--- src/hdl/kna_pkg.sv ---
`timescale 1ns / 1ps
// Shared types, constants and helpers for the kernel neighborhood address generator.
// Used by every module under hdl; depends on nothing.
package kna_pkg;

  localparam int DIMS        = 3;
  localparam int CW          = 16;  // coordinate width
  localparam int ADDR_W      = 48;
  localparam int EXT_W       = 17;
  localparam int STRIDE_W    = 2 * EXT_W;
  localparam int OFS_W       = 5;
  localparam int MAX_OFFSETS = 27;
  localparam int CFG_W       = 48;
  localparam int CFG_IDX_W   = 3;
  localparam int OP_W        = 3;

  typedef enum logic [OP_W-1:0] {
    OP_FWD   = 3'd0,
    OP_BWD   = 3'd1,
    OP_BEGIN = 3'd2,
    OP_END   = 3'd3,
    OP_JUMP  = 3'd4
  } kna_op_e;

  typedef enum logic [CFG_IDX_W-1:0] {
    REG_ROI_LOW     = 3'd0,
    REG_ROI_HIGH    = 3'd1,
    REG_EXTENT_MID  = 3'd2,
    REG_EXTENT_FAST = 3'd3,
    REG_WINDOW_BACK = 3'd4,
    REG_WINDOW_FWD  = 3'd5,
    REG_SCAN_ORDER  = 3'd6
  } kna_reg_e;

  // scan order codes, named fastest to slowest dimension
  typedef enum logic [2:0] {
    SCAN_210 = 3'd0,
    SCAN_201 = 3'd1,
    SCAN_120 = 3'd2,
    SCAN_102 = 3'd3,
    SCAN_021 = 3'd4,
    SCAN_012 = 3'd5
  } kna_scan_e;

  typedef logic [DIMS-1:0][CW-1:0] kna_coord_t;

  typedef struct packed {
    kna_coord_t              lo;
    kna_coord_t              hi;
    logic [DIMS-1:0]         back;
    logic [DIMS-1:0]         fwd;
    logic [2:0]              scan;
    logic [EXT_W-1:0]        fast;
    logic [STRIDE_W-1:0]     stride0;
  } kna_cfg_t;

  typedef struct packed {
    logic [OFS_W-1:0] k;
    kna_coord_t       nb;
    logic             at_end;
    logic             last;
  } kna_res_t;

  // Dimension visited at scan position pos (0 is fastest).
  function automatic logic [1:0] scan_dim(logic [2:0] order, logic [1:0] pos);
    logic [2:0][1:0] perm;
    case (order)
      SCAN_201: perm = {2'd1, 2'd0, 2'd2};
      SCAN_120: perm = {2'd0, 2'd2, 2'd1};
      SCAN_102: perm = {2'd2, 2'd0, 2'd1};
      SCAN_021: perm = {2'd1, 2'd2, 2'd0};
      SCAN_012: perm = {2'd2, 2'd1, 2'd0};
      default:  perm = {2'd0, 2'd1, 2'd2};
    endcase
    return perm[pos];
  endfunction

endpackage

--- src/hdl/kernel_neighborhood_address_gen.sv ---
`timescale 1ns / 1ps
// A command word taken loads the center and the offset walker; each result word then passes
// the s1 register and the result register. Throughput: one result word per cycle while
// res_ready_i does not stall; a command emits 1 to 27 words (the kernel size, or one end
// marker) and the next command is taken in the cycle its last word is made.
// Reset (rst_ni low, asynchronous): center at zero, end flag clear, pipeline empty,
// configuration at region 0..0, extents 1, no window, scan order 2,1,0.
module kernel_neighborhood_address_gen (
  input  logic                               clk_i,
  input  logic                               rst_ni,
  // configuration write port
  input  logic                               cfg_we_i,
  input  logic [kna_pkg::CFG_IDX_W-1:0]      cfg_idx_i,
  input  logic [kna_pkg::CFG_W-1:0]          cfg_wdata_i,
  // command channel
  input  logic                               cmd_valid_i,
  output logic                               cmd_ready_o,
  input  logic [kna_pkg::OP_W-1:0]           op_i,
  input  logic [kna_pkg::CW-1:0]             jump_c0_i,
  input  logic [kna_pkg::CW-1:0]             jump_c1_i,
  input  logic [kna_pkg::CW-1:0]             jump_c2_i,
  // result channel
  output logic                               res_valid_o,
  input  logic                               res_ready_i,
  output logic [kna_pkg::OFS_W-1:0]          offset_number_o,
  output logic [kna_pkg::CW-1:0]             neighbor_c0_o,
  output logic [kna_pkg::CW-1:0]             neighbor_c1_o,
  output logic [kna_pkg::CW-1:0]             neighbor_c2_o,
  output logic [kna_pkg::ADDR_W-1:0]         linear_address_o,
  output logic                               at_end_o,
  output logic                               last_o
);
  import kna_pkg::*;

  // configuration registers
  logic [CFG_W-1:0]    roi_low_q, roi_high_q;
  logic [EXT_W-1:0]    extent_mid_q, extent_fast_q;
  logic [DIMS-1:0]     window_back_q, window_fwd_q;
  logic [2:0]          scan_order_q;
  logic [STRIDE_W-1:0] stride0_q;   // dim0 stride, registered from the product of the extents

  kna_cfg_t   cfg;
  kna_coord_t jump, center, nb;
  logic       cmd_fire, end_flag, gen_ready, advance, s1_valid;
  kna_res_t   s1;

  always_ff @(posedge clk_i or negedge rst_ni) begin
    if (!rst_ni) begin
      roi_low_q     <= '0;
      roi_high_q    <= '0;
      extent_mid_q  <= EXT_W'(1);
      extent_fast_q <= EXT_W'(1);
      window_back_q <= '0;
      window_fwd_q  <= '0;
      scan_order_q  <= SCAN_210;
      stride0_q     <= STRIDE_W'(1);
    end else begin
      stride0_q <= extent_mid_q * extent_fast_q;
      if (cfg_we_i) begin
        case (cfg_idx_i)
          REG_ROI_LOW:     roi_low_q     <= cfg_wdata_i;
          REG_ROI_HIGH:    roi_high_q    <= cfg_wdata_i;
          REG_EXTENT_MID:  extent_mid_q  <= cfg_wdata_i[EXT_W-1:0];
          REG_EXTENT_FAST: extent_fast_q <= cfg_wdata_i[EXT_W-1:0];
          REG_WINDOW_BACK: window_back_q <= cfg_wdata_i[DIMS-1:0];
          REG_WINDOW_FWD:  window_fwd_q  <= cfg_wdata_i[DIMS-1:0];
          REG_SCAN_ORDER:  scan_order_q  <= cfg_wdata_i[2:0];
          default: ;  // drop writes past the register list
        endcase
      end
    end
  end

  // bounds are packed dim0 in the low bits, same as the coordinate array
  assign cfg.lo      = roi_low_q;
  assign cfg.hi      = roi_high_q;
  assign cfg.back    = window_back_q;
  assign cfg.fwd     = window_fwd_q;
  assign cfg.scan    = scan_order_q;
  assign cfg.fast    = extent_fast_q;
  assign cfg.stride0 = stride0_q;

  assign jump        = {jump_c2_i, jump_c1_i, jump_c0_i};
  assign cmd_ready_o = gen_ready;
  assign cmd_fire    = cmd_valid_i & gen_ready;

  // move the center on each command word
  kna_center u_center (
    .clk_i      (clk_i),
    .rst_ni     (rst_ni),
    .accept_i   (cmd_fire),
    .op_i       (op_i),
    .jump_i     (jump),
    .cfg_i      (cfg),
    .center_o   (center),
    .end_flag_o (end_flag)
  );

  // walk the kernel offsets of the new center, one per cycle while results are taken
  kna_offset_gen u_offset_gen (
    .clk_i      (clk_i),
    .rst_ni     (rst_ni),
    .start_i    (cmd_fire),
    .advance_i  (advance),
    .cfg_i      (cfg),
    .center_i   (center),
    .end_flag_i (end_flag),
    .ready_o    (gen_ready),
    .s1_valid_o (s1_valid),
    .s1_o       (s1)
  );

  // form the linear address and hold the result word
  kna_addr_out u_addr_out (
    .clk_i            (clk_i),
    .rst_ni           (rst_ni),
    .s1_valid_i       (s1_valid),
    .s1_i             (s1),
    .cfg_i            (cfg),
    .res_ready_i      (res_ready_i),
    .advance_o        (advance),
    .res_valid_o      (res_valid_o),
    .offset_number_o  (offset_number_o),
    .nb_o             (nb),
    .linear_address_o (linear_address_o),
    .at_end_o         (at_end_o),
    .last_o           (last_o)
  );

  assign neighbor_c0_o = nb[0];
  assign neighbor_c1_o = nb[1];
  assign neighbor_c2_o = nb[2];

  // an end marker is a lone word with every data field zero
  a_end_marker: assert property (@(posedge clk_i) disable iff (!rst_ni)
    res_valid_o && at_end_o |-> last_o && offset_number_o == '0 &&
                                linear_address_o == '0 && nb == '0)
    else $error("end marker carries data or is not last");

  a_offset_range: assert property (@(posedge clk_i) disable iff (!rst_ni)
    res_valid_o |-> offset_number_o <= OFS_W'(MAX_OFFSETS - 1))
    else $error("offset number past kernel size");

  a_jump_clears_end: assert property (@(posedge clk_i) disable iff (!rst_ni)
    cmd_fire && op_i == OP_JUMP |=> !end_flag)
    else $error("jump left end flag set");

  a_end_sets_end: assert property (@(posedge clk_i) disable iff (!rst_ni)
    cmd_fire && op_i == OP_END |=> end_flag)
    else $error("end command did not set end flag");

endmodule

--- src/hdl/kna_center.sv ---
`timescale 1ns / 1ps
// Kernel center and end flag: applies one command per accepted word.
// Depends on kna_pkg.
module kna_center (
  input  logic                                clk_i,
  input  logic                                rst_ni,
  input  logic                                accept_i,
  input  logic [kna_pkg::OP_W-1:0]            op_i,
  input  kna_pkg::kna_coord_t                 jump_i,
  input  kna_pkg::kna_cfg_t                   cfg_i,
  output kna_pkg::kna_coord_t                 center_o,
  output logic                                end_flag_o
);
  import kna_pkg::*;

  kna_coord_t center_q, center_d;
  logic       end_q, end_d;

  always_comb begin
    logic       searching;
    logic       above;
    logic [1:0] d;
    center_d  = center_q;
    end_d     = end_q;
    searching = 1'b1;
    above     = 1'b0;
    d         = '0;
    if (accept_i) begin
      case (op_i)
        OP_FWD: begin
          if (!end_q) begin
            for (int ii = 0; ii < DIMS; ii++) begin
              d = scan_dim(cfg_i.scan, 2'(ii));
              if (searching) begin
                if (center_q[d] < cfg_i.hi[d]) begin
                  center_d[d] = center_q[d] + CW'(1);
                  searching   = 1'b0;
                end else begin
                  center_d[d] = cfg_i.lo[d];
                end
              end
            end
            // rolled over the slowest dimension: park at the high corner
            if (searching) begin
              end_d    = 1'b1;
              center_d = cfg_i.hi;
            end
          end
        end
        OP_BWD: begin
          if (end_q) begin
            end_d    = 1'b0;
            center_d = cfg_i.hi;
          end else begin
            for (int dd = 0; dd < DIMS; dd++) begin
              if (center_q[dd] > cfg_i.lo[dd]) above = 1'b1;
            end
            if (above) begin
              for (int ii = 0; ii < DIMS; ii++) begin
                d = scan_dim(cfg_i.scan, 2'(ii));
                if (searching) begin
                  if (center_q[d] > cfg_i.lo[d]) begin
                    center_d[d] = center_q[d] - CW'(1);
                    searching   = 1'b0;
                  end else begin
                    center_d[d] = cfg_i.hi[d];
                  end
                end
              end
            end
          end
        end
        OP_BEGIN: begin
          for (int dd = 0; dd < DIMS; dd++) begin
            center_d[dd] = (cfg_i.lo[dd] > cfg_i.hi[dd]) ? cfg_i.hi[dd] : cfg_i.lo[dd];
          end
          end_d = 1'b0;
        end
        OP_END: begin
          center_d = cfg_i.hi;
          end_d    = 1'b1;
        end
        OP_JUMP: begin
          for (int dd = 0; dd < DIMS; dd++) begin
            center_d[dd] = (jump_i[dd] < cfg_i.lo[dd]) ? cfg_i.lo[dd] : jump_i[dd];
            if (center_d[dd] > cfg_i.hi[dd]) center_d[dd] = cfg_i.hi[dd];
          end
          end_d = 1'b0;
        end
        default: ;
      endcase
    end
  end

  always_ff @(posedge clk_i or negedge rst_ni) begin
    if (!rst_ni) begin
      center_q <= '0;
      end_q    <= 1'b0;
    end else begin
      center_q <= center_d;
      end_q    <= end_d;
    end
  end

  assign center_o   = center_q;
  assign end_flag_o = end_q;

endmodule

--- src/hdl/kna_offset_gen.sv ---
`timescale 1ns / 1ps
// Offset walker: steps offsets one per cycle unless stalled; clamps each neighbor.
// Depends on kna_pkg; feeds kna_addr_out through a registered stage.
module kna_offset_gen (
  input  logic                 clk_i,
  input  logic                 rst_ni,
  input  logic                 start_i,
  input  logic                 advance_i,
  input  kna_pkg::kna_cfg_t    cfg_i,
  input  kna_pkg::kna_coord_t  center_i,
  input  logic                 end_flag_i,
  output logic                 ready_o,
  output logic                 s1_valid_o,
  output kna_pkg::kna_res_t    s1_o
);
  import kna_pkg::*;

  logic                        busy_q, busy_d;
  logic [DIMS-1:0][1:0]        off_q, off_d;   // two's complement -1..1
  logic [DIMS-1:0][1:0]        kmin, kmax;
  logic [DIMS-1:0]             at_max;
  logic [OFS_W-1:0]            k_q, k_d;
  logic                        fire, last_now;
  kna_res_t                    res;
  logic                        s1_valid_q;
  kna_res_t                    s1_q;

  always_comb begin
    for (int d = 0; d < DIMS; d++) begin
      kmin[d]   = cfg_i.back[d] ? 2'b11 : 2'b00;
      kmax[d]   = cfg_i.fwd[d]  ? 2'b01 : 2'b00;
      at_max[d] = (off_q[d] == kmax[d]);
    end
  end

  assign fire     = busy_q & advance_i;
  assign last_now = end_flag_i | (&at_max);
  assign ready_o  = ~busy_q | (fire & last_now);

  // clamp center plus offset into the region
  always_comb begin
    logic signed [CW+1:0] v, lo_s, hi_s, t;
    v = '0; lo_s = '0; hi_s = '0; t = '0;
    res.k      = end_flag_i ? '0 : k_q;
    res.at_end = end_flag_i;
    res.last   = last_now;
    for (int d = 0; d < DIMS; d++) begin
      v    = $signed({2'b00, center_i[d]}) + $signed({{CW{off_q[d][1]}}, off_q[d]});
      lo_s = $signed({2'b00, cfg_i.lo[d]});
      hi_s = $signed({2'b00, cfg_i.hi[d]});
      t    = (v < lo_s) ? lo_s : v;
      t    = (t > hi_s) ? hi_s : t;
      res.nb[d] = end_flag_i ? '0 : t[CW-1:0];
    end
  end

  // advance offsets, dimension 2 fastest
  always_comb begin
    logic carry;
    carry  = 1'b1;
    busy_d = busy_q;
    off_d  = off_q;
    k_d    = k_q;
    if (start_i) begin
      busy_d = 1'b1;
      off_d  = kmin;
      k_d    = '0;
    end else if (fire) begin
      if (last_now) begin
        busy_d = 1'b0;
      end else begin
        k_d = k_q + OFS_W'(1);
        for (int d = DIMS - 1; d >= 0; d--) begin
          if (carry) begin
            if (at_max[d]) begin
              off_d[d] = kmin[d];
            end else begin
              off_d[d] = off_q[d] + 2'b01;
              carry    = 1'b0;
            end
          end
        end
      end
    end
  end

  always_ff @(posedge clk_i or negedge rst_ni) begin
    if (!rst_ni) begin
      busy_q     <= 1'b0;
      s1_valid_q <= 1'b0;
    end else begin
      busy_q <= busy_d;
      if (advance_i) s1_valid_q <= fire;
    end
  end

  always_ff @(posedge clk_i) begin
    off_q <= off_d;
    k_q   <= k_d;
    if (advance_i) s1_q <= res;
  end

  assign s1_valid_o = s1_valid_q;
  assign s1_o       = s1_q;

endmodule

--- src/hdl/kna_addr_out.sv ---
`timescale 1ns / 1ps
// Linear address multiply-add and the result register.
// Depends on kna_pkg.
module kna_addr_out (
  input  logic                               clk_i,
  input  logic                               rst_ni,
  input  logic                               s1_valid_i,
  input  kna_pkg::kna_res_t                  s1_i,
  input  kna_pkg::kna_cfg_t                  cfg_i,
  input  logic                               res_ready_i,
  output logic                               advance_o,
  output logic                               res_valid_o,
  output logic [kna_pkg::OFS_W-1:0]          offset_number_o,
  output kna_pkg::kna_coord_t                nb_o,
  output logic [kna_pkg::ADDR_W-1:0]         linear_address_o,
  output logic                               at_end_o,
  output logic                               last_o
);
  import kna_pkg::*;

  logic [CW+STRIDE_W-1:0] p0;
  logic [CW+EXT_W-1:0]    p1;
  logic [ADDR_W-1:0]      addr;
  logic                   valid_q;
  kna_res_t               res_q;
  logic [ADDR_W-1:0]      addr_q;

  assign p0   = s1_i.nb[0] * cfg_i.stride0;
  assign p1   = s1_i.nb[1] * cfg_i.fast;
  assign addr = p0[ADDR_W-1:0] + ADDR_W'(p1) + ADDR_W'(s1_i.nb[2]);

  // hold the word until taken
  assign advance_o = ~valid_q | res_ready_i;

  always_ff @(posedge clk_i or negedge rst_ni) begin
    if (!rst_ni) begin
      valid_q <= 1'b0;
    end else if (advance_o) begin
      valid_q <= s1_valid_i;
    end
  end

  always_ff @(posedge clk_i) begin
    if (advance_o && s1_valid_i) begin
      res_q  <= s1_i;
      addr_q <= addr;
    end
  end

  assign res_valid_o      = valid_q;
  assign offset_number_o  = res_q.k;
  assign nb_o             = res_q.nb;
  assign linear_address_o = addr_q;
  assign at_end_o         = res_q.at_end;
  assign last_o           = res_q.last;

endmodule

--- config.mk ---
export PLATFORM = sky130hd
export DESIGN_NAME = kernel_neighborhood_address_gen
export DESIGN_NICKNAME = d
export VERILOG_FILES = /design/src/hdl/kna_pkg.sv /design/src/hdl/kernel_neighborhood_address_gen.sv /design/src/hdl/kna_center.sv /design/src/hdl/kna_offset_gen.sv /design/src/hdl/kna_addr_out.sv
export SDC_FILE = /design/constraint.sdc
export NUM_CORES = 2
export LEC_CHECK = 0
export BUFFER_PORTS_ARGS = -buffer_cell sky130_fd_sc_hd__buf_2
export CAP_MARGIN = 25
export CORE_MARGIN = 1.5
export CORE_UTILIZATION = 42
export CTS_CLUSTER_DIAMETER = 80
export DETAILED_ROUTE_END_ITERATION = 8
export GPL_TIMING_DRIVEN = 0
export PLACE_DENSITY = 0.63
export SYNTH_ARGS = -nofsm -noshare
export SYNTH_HDL_FRONTEND = slang
export SYNTH_SLANG_ARGS = --single-unit
--- constraint.sdc ---
create_clock -name clk_i -period 10.31 [get_ports clk_i]
set_input_delay 0.5155 -clock clk_i [delete_from_list [all_inputs] [get_ports clk_i]]
set_output_delay 0.5155 -clock clk_i [all_outputs]
set_load 0.01 [all_outputs]
Yosys cells after proc, flatten, opt, wreduce, memory -nomap -nowiden:

Index checks and enable logic that the tools add are counted.

* bits in registers: 394
* output and inout port bits: 105
* word-level logic and storage cells: 319

* add/subtract/negate cells: 15
* multiply operators: 3
* magnitude comparators: 36
* equal/unequal tests: 21
* muxes and demuxes: 172
* bitwise operators: 9
* reduce and logical (&&, ||, !) cells: 31

Operator list (count)
* two-way mux 48 bit: 28
* binary-select mux 16 bit (select 2 bit): 18
* bitwise mux 48 bit: 12
* two-way mux 16 bit: 36
* case mux 48 bit (5 select lines): 1
* demux 16 bit (select 2 bit): 6
* > comparator 16 bit: 12
* < comparator 16 bit: 6
* two-way mux 6 bit: 10
* adder 17 x 2 -> 18 bit: 3
* > comparator 18 x 17 -> 1 bit: 3
* < comparator 18 x 17 -> 1 bit: 3
* two-way mux 18 bit: 3
* adder 16 x 1 -> 16 bit (second input constant): 3
* adder 48 x 16 -> 48 bit: 1
* adder 48 x 33 -> 48 bit: 1
* multiplier 16 x 34 -> 48 bit: 1
* two-way mux 1 bit: 48
* subtractor 16 x 1 -> 16 bit (second input constant): 3
* multiplier 17 x 17 -> 34 bit: 1
* multiplier 16 x 17 -> 33 bit: 1
* case mux 6 bit (5 select lines): 1
* AND reduction 2 bit: 11
* equality test 3 x 2 -> 1 bit (second input constant): 6
* 22 further kinds: 69

Depth between registers and ports, before layout:

* depth in word-level cells: 35
* depth in mapped cells: 33

Hierarchy:

Synthesis repeated with hierarchy kept, for this count alone.

* cells, all modules: 8945
* area, all modules: 77160.3 um^2

Modules (own cells, without submodules)
* kna_addr_out: times used 1, cells an instance 3255, area each 31151.1 um^2, sequential area each 3118.0 um^2
* kna_center: times used 1, cells an instance 3196, area each 21521.9 um^2, sequential area each 1226.2 um^2
* kernel_neighborhood_address_gen: times used 1, cells an instance 1490, area each 15760.1 um^2, sequential area each 4332.9 um^2
* kna_offset_gen: times used 1, cells an instance 1004, area each 8727.1 um^2, sequential area each 1981.9 um^2

Worst setup path before layout:

Ideal clock, no wire load.

* path type: reg-to-reg
* start: reg u_offset_gen.s1_q (netlist bit u_offset_gen.s1_o[4])
* end: reg u_addr_out.addr_q[44] (netlist: u_addr_out.linear_address_o[44]), data pin
* library setup time: 0.260 ns
* arrival time: 7.106 ns
* data required time: 10.050 ns
* setup slack: 2.944 ns
* cell stages (with the launch flop): 26
* path buffers: 2
* period minus slack after synthesis: 7.366 ns
* cell sequence: edfxtp_1 -> clkbuf_1 -> clkbuf_1 -> nand2_1 -> fa_1 -> fa_1 -> fa_1 -> fa_1 -> inv_1 -> fa_1 -> fa_1 -> fa_1 -> inv_1 -> fa_1 -> inv_1 -> ha_1 -> a211oi_1 -> o21ai_0 -> a221oi_1 -> a41oi_1 -> nand3_1 -> a21oi_1 -> a41o_1 -> a211o_1 -> a21oi_1 -> xnor2_1

* word-level cells in the longest chain between the ends: 3

RTL lines
* from (decl): line kna_offset_gen.sv:26 `kna_res_t s1_q;`
* from (signal assigned): line kna_offset_gen.sv:100 `if (advance_i) s1_q <= res;`
* multiplier 16 x 34 -> 48 bit: line kna_addr_out.sv:28 `assign p0 = s1_i.nb[0] * cfg_i.stride0;`
* adder 48 x 33 -> 48 bit: line kna_addr_out.sv:30 `assign addr = p0[ADDR_W-1:0] + ADDR_W'(p1) + ADDR_W'(s1_i.nb[2]);`
* adder 48 x 16 -> 48 bit: line kna_addr_out.sv:30
* net u_addr_out.addr[44]: line kna_addr_out.sv:23 `logic [ADDR_W-1:0] addr;`
* to (signal assigned): line kna_addr_out.sv:46 `addr_q <= addr;`
* to (decl): line kna_addr_out.sv:26 `logic [ADDR_W-1:0] addr_q;`

The timed path passes the listed nets, and every way through them passes these cells.
A chain may end at the register's enable or synchronous reset.

Worst setup path after layout:

* start: reg scan_order_q[2]
* end: reg u_center.center_q (netlist bit u_center.center_o[5])

* word-level cells in the longest chain between the ends: 29
* elaborated cells on any way between the ends: 157

RTL lines
* from (decl): line kernel_neighborhood_address_gen.sv:39 `logic [2:0] scan_order_q;`
* from (signal assigned): line kernel_neighborhood_address_gen.sv:67 `REG_SCAN_ORDER: scan_order_q <= cfg_wdata_i[2:0];`
* equality test 3 bit, or another cell as far along: line kna_pkg.sv:67 `case (order)`
* case mux 6 bit (5 select lines) (*): line kna_pkg.sv:67
* branches (longest 26 deep; another with subtractor 16 x 1 -> 16 bit)
* case mux 48 bit (5 select lines) (*): line kna_center.sv:29 `case (op_i)`
* to (signal assigned): line kna_center.sv:100 `center_q <= center_d;`
* to (decl): line kna_center.sv:16 `kna_coord_t center_q, center_d;`

Every way passes the cells marked *. The select of a mux whose other input is x is not followed.

==> impl_metrics.env <==
export IMPL_status="finished clean"
export IMPL_firstDrtPassIters=8
export IMPL_worstSkewPairLatency_ns=0.73
export IMPL_die_area_sq_um=182200
export IMPL_n_fill_cell=17380
export IMPL_num_rows=155
export IMPL_synth_top_area_cell="fa_1"
export IMPL_synth_top_area_share_pct=25.42
export IMPL_cts_made_buffers=56
export IMPL_area_growth_pct=10.95
export IMPL_grt_pass1_vias=73560
export IMPL_worst_pin_slew_ns=1.379
export IMPL_hold_class="input pin to flip-flop"
export IMPL_cp_required_ns=10.94
export IMPL_yosysMostFrequentCell="inv_1"
export IMPL_die_h_um=426.8
export IMPL_crit_path_max_incr_delay_ns=1.06
export IMPL_netlist_instances=8754
export IMPL_vias_per_cell=6.450
export IMPL_port_buffers=208
export IMPL_gp_congestion=1.193
export IMPL_relSlewSlack_pct=8.069
export IMPL_start_util_pct=42.29
export IMPL_ys_types=103
export IMPL_path_clk_slew_ns=0.07
export IMPL_synth_avg_cell_area_sq_um=8.619
export IMPL_yosys_area_share_simple_pct=17.05
export IMPL_synth_enable_flop_cells=164
export IMPL_crit_path_frequent_cell="clkbuf_1"
export IMPL_dr_total_vias=74950
export IMPL_rsz0062_at_grt="no"
export IMPL_netlist_top_cells_count="inv_1, nand2_1, fa_1"
export IMPL_nets=11060
export IMPL_ant_nets=0
export IMPL_ys_seq_area_share_pct=14.13
export IMPL_reg2reg_slack_ns=0.1
export IMPL_rr_worst_depth=22
export IMPL_post_route_util_pct=46.92
export IMPL_synth_top_family_by_area="adder cells"
export IMPL_maxCapViolations=0
export IMPL_clockBufferDepth=3
export IMPL_synth_adder_area_share_pct=39.15
export IMPL_fin_crit_ns=10.21
export IMPL_synth_xor_area_share_pct=2.609
export IMPL_clock_sinks=394
export IMPL_cts_repair_resized=0
export IMPL_wl_per_cell_um=39.36
export IMPL_crit_fanout=10
export IMPL_cts_tree="yes"
export IMPL_io_pin_count=212
export IMPL_synth_seq_cells=394
export IMPL_cts_setup_buffers=0
export IMPL_antenna_found_initial=64
export IMPL_critPathArrivalTime_ns=10.85
export IMPL_hold_depth=3
export IMPL_drc=0
export IMPL_synth_compound_area_share_pct=14.90
export IMPL_die_w_um=426.8
export IMPL_synthesis_nets=10650
export IMPL_skew_ns=0.03828
export IMPL_detailed_place_hpwl_um=373400
export IMPL_crit_type="flip-flop to flip-flop"
export IMPL_fin_crit_sh_pct=99.07
export IMPL_grt_max_degree=101
export IMPL_slew_violations=0
export IMPL_htree_levels=2
export IMPL_start_kind="flip-flop"
export IMPL_final_setup_tns_ns=0
export IMPL_grt_total_usage_pct=49.86
export IMPL_cp_slowest_cell="o311ai_0"
export IMPL_timing_fmax_mhz=97.90
export IMPL_cts_root_buf="clkbuf_16"
export IMPL_ys_warn_count=0
export IMPL_drt_iter0_drc=9645
export IMPL_grt_first_pass_wirelength_um=614800
export IMPL_core_area_sq_um=178400
export IMPL_muxShareOfSynthArea_pct=3.230
export IMPL_hold_viol=0
export IMPL_setup_viol=0
export IMPL_async_reset_ff_share_pct=57.11
export IMPL_gr_total_overflow=0
export IMPL_crit_path_end_kind="flip-flop"
export IMPL_layout_drive_gt1_share_pct=8.151
export IMPL_yosys_most_used_dff="dfrtp_1"
export IMPL_wirelength_um=457400
export IMPL_syn_area_sq_um=75450
export IMPL_crit_chain="buf_4 > xnor2_2 > clkbuf_1 > clkbuf_1 > buf_1 > clkbuf_1 > buf_8 > buf_1 > o22ai_1 > a21oi_1 > ha_1 > and3_1 > o2111a_1 > o32a_1 > o21a_1 > clkbuf_1 > clkbuf_1 > a21oi_1 > buf_4 > o311ai_0 > nor4_1 > nor3_1"
export IMPL_synthTopCellsByArea="fa_1, ha_1, dfrtp_1"
## what timing repair did
| item | CTS | global route |
|---|---|---|
| endpoints found under the setup margin | 0 | 1 |
| endpoints found under the hold margin | 30 | 0 |
| hold buffers | 2 | 0 |
## path summary, 6_finish.rpt
| kind | end | startpoint |
|---|---|---|
| max | u_center.center_o[5]$_DFFE_PN0P_ | scan_order_q[2]$_DFFE_PN0P_ |
| min | roi_high_q[28]$_DFFE_PN0P_ | cfg_wdata_i[28] |
| max reg2reg | u_center.center_o[5]$_DFFE_PN0P_ | scan_order_q[2]$_DFFE_PN0P_ |
| min reg2reg | u_addr_out.offset_number_o[3]$_DFFE_PP_ | u_offset_gen.s1_o[53]$_SDFFCE_PP0N_ |
| max in group asynchronous | u_center.center_o[42]$_DFFE_PN0P_ | rst_ni |
| min in group asynchronous | stride0_q[32]$_DFF_PN0_ | rst_ni |
## final cells by class
class / count / area, sq um / area share, %
Multi-Input combinational cell: 6621 / 58230 / 69.57
Sequential cell: 394 / 10660 / 12.73
Inverter: 1238 / 4647 / 5.551
Timing Repair Buffer: 355 / 3040 / 3.632
Tap cell: 2355 / 2947 / 3.520
Buffer: 500 / 2100 / 2.508
Clock buffer: 59 / 1454 / 1.737
Clock inverter: 47 / 503.0 / 0.6009
Antenna cell: 51 / 127.6 / 0.1525
## cell families after synthesis
group / Yosys count
flops: 394
fa+ha+maj: 1786
simple gates: 2669
buf+inv: 1739
xor+xnor: 223
mux: 220
compound gates: 1723
## worst max-delay path, delay by kind of cell (launching register included)
family	cells	cell delay (ns)
xor+xnor	1	0.58
simple gates	3	0.52
fa+ha+maj	1	0.28
compound gates	7	3.32
buf+inv	10	4.99
flops	1	0.38
## routing by layer
| metal | part of all wire, % | up-vias | global-route usage, % |
|---|---|---|---|
| met4 | 13 | 28 | 49.26 |
| met3 | 11 | 1826 | 15.85 |
| met1 | 35 | 37450 | 56.04 |
| met2 | 42 | 5379 | 73.61 |
| li1 | - | 30270 | - |
| met5 | 0.062 | - | 0.2910 |
## placed cells by master (no fill, tap or decap), types with 33 or more instances in the layout
master and n:
buf_6 38, a211oi_1 106, mux2_2 116, nand4_1 89, dfrtp_1 222, inv_1 1227
edfxtp_1 164, o211ai_1 61, a21oi_1 381, buf_4 45, o221ai_1 45, mux2i_1 91
a21o_1 130, xor2_1 48, clkbuf_1 402, and2_1 518, buf_2 256, nor2_1 357
nor3_1 105, nor2b_1 76, nand2b_1 46, o21ai_0 395, nand2_1 1137, a221oi_1 58
clkbuf_16 57, o21a_1 42, xnor2_1 163, diode_2 51, nor4_1 33, nand3_1 150
o31ai_1 34, a31oi_1 51, a22oi_1 38, o22ai_1 84, fa_1 958, ha_1 828
and3_1 34, buf_8 55
## sequential cells by signal, indices dropped and copies added (netlist names), 3 cells and up
register and flops:
u_offset_gen.k_q 5, window_back_q 3, u_addr_out.offset_number_o 5, u_addr_out.nb_o 48, extent_fast_q 17, u_addr_out.linear_address_o 48, u_offset_gen.off_q 6, roi_low_q 48
window_fwd_q 3, roi_high_q 48, u_center.center_o 48, extent_mid_q 17, scan_order_q 3, stride0_q 34, u_offset_gen.s1_o 55
## stage by stage
stage          std cells  area (sq um)  hold slack [ns]  setup slack [ns]
6_report           11620         83710          0.03060           0.09600
5_1_grt            11590         83630          0.05264            0.2274
4_1_cts            11540         83060          0.01259            0.1845
3_5_place_dp       11430         81080           0.4045            0.2102
3_3_place_gp       11320         79440           0.4043           -0.9231
2_1_floorplan       8754         75450           0.2199             2.944
Power is left out: the tool's default activity adds up to more than one toggle a clock period on the data nets, which glitch-free logic cannot reach.
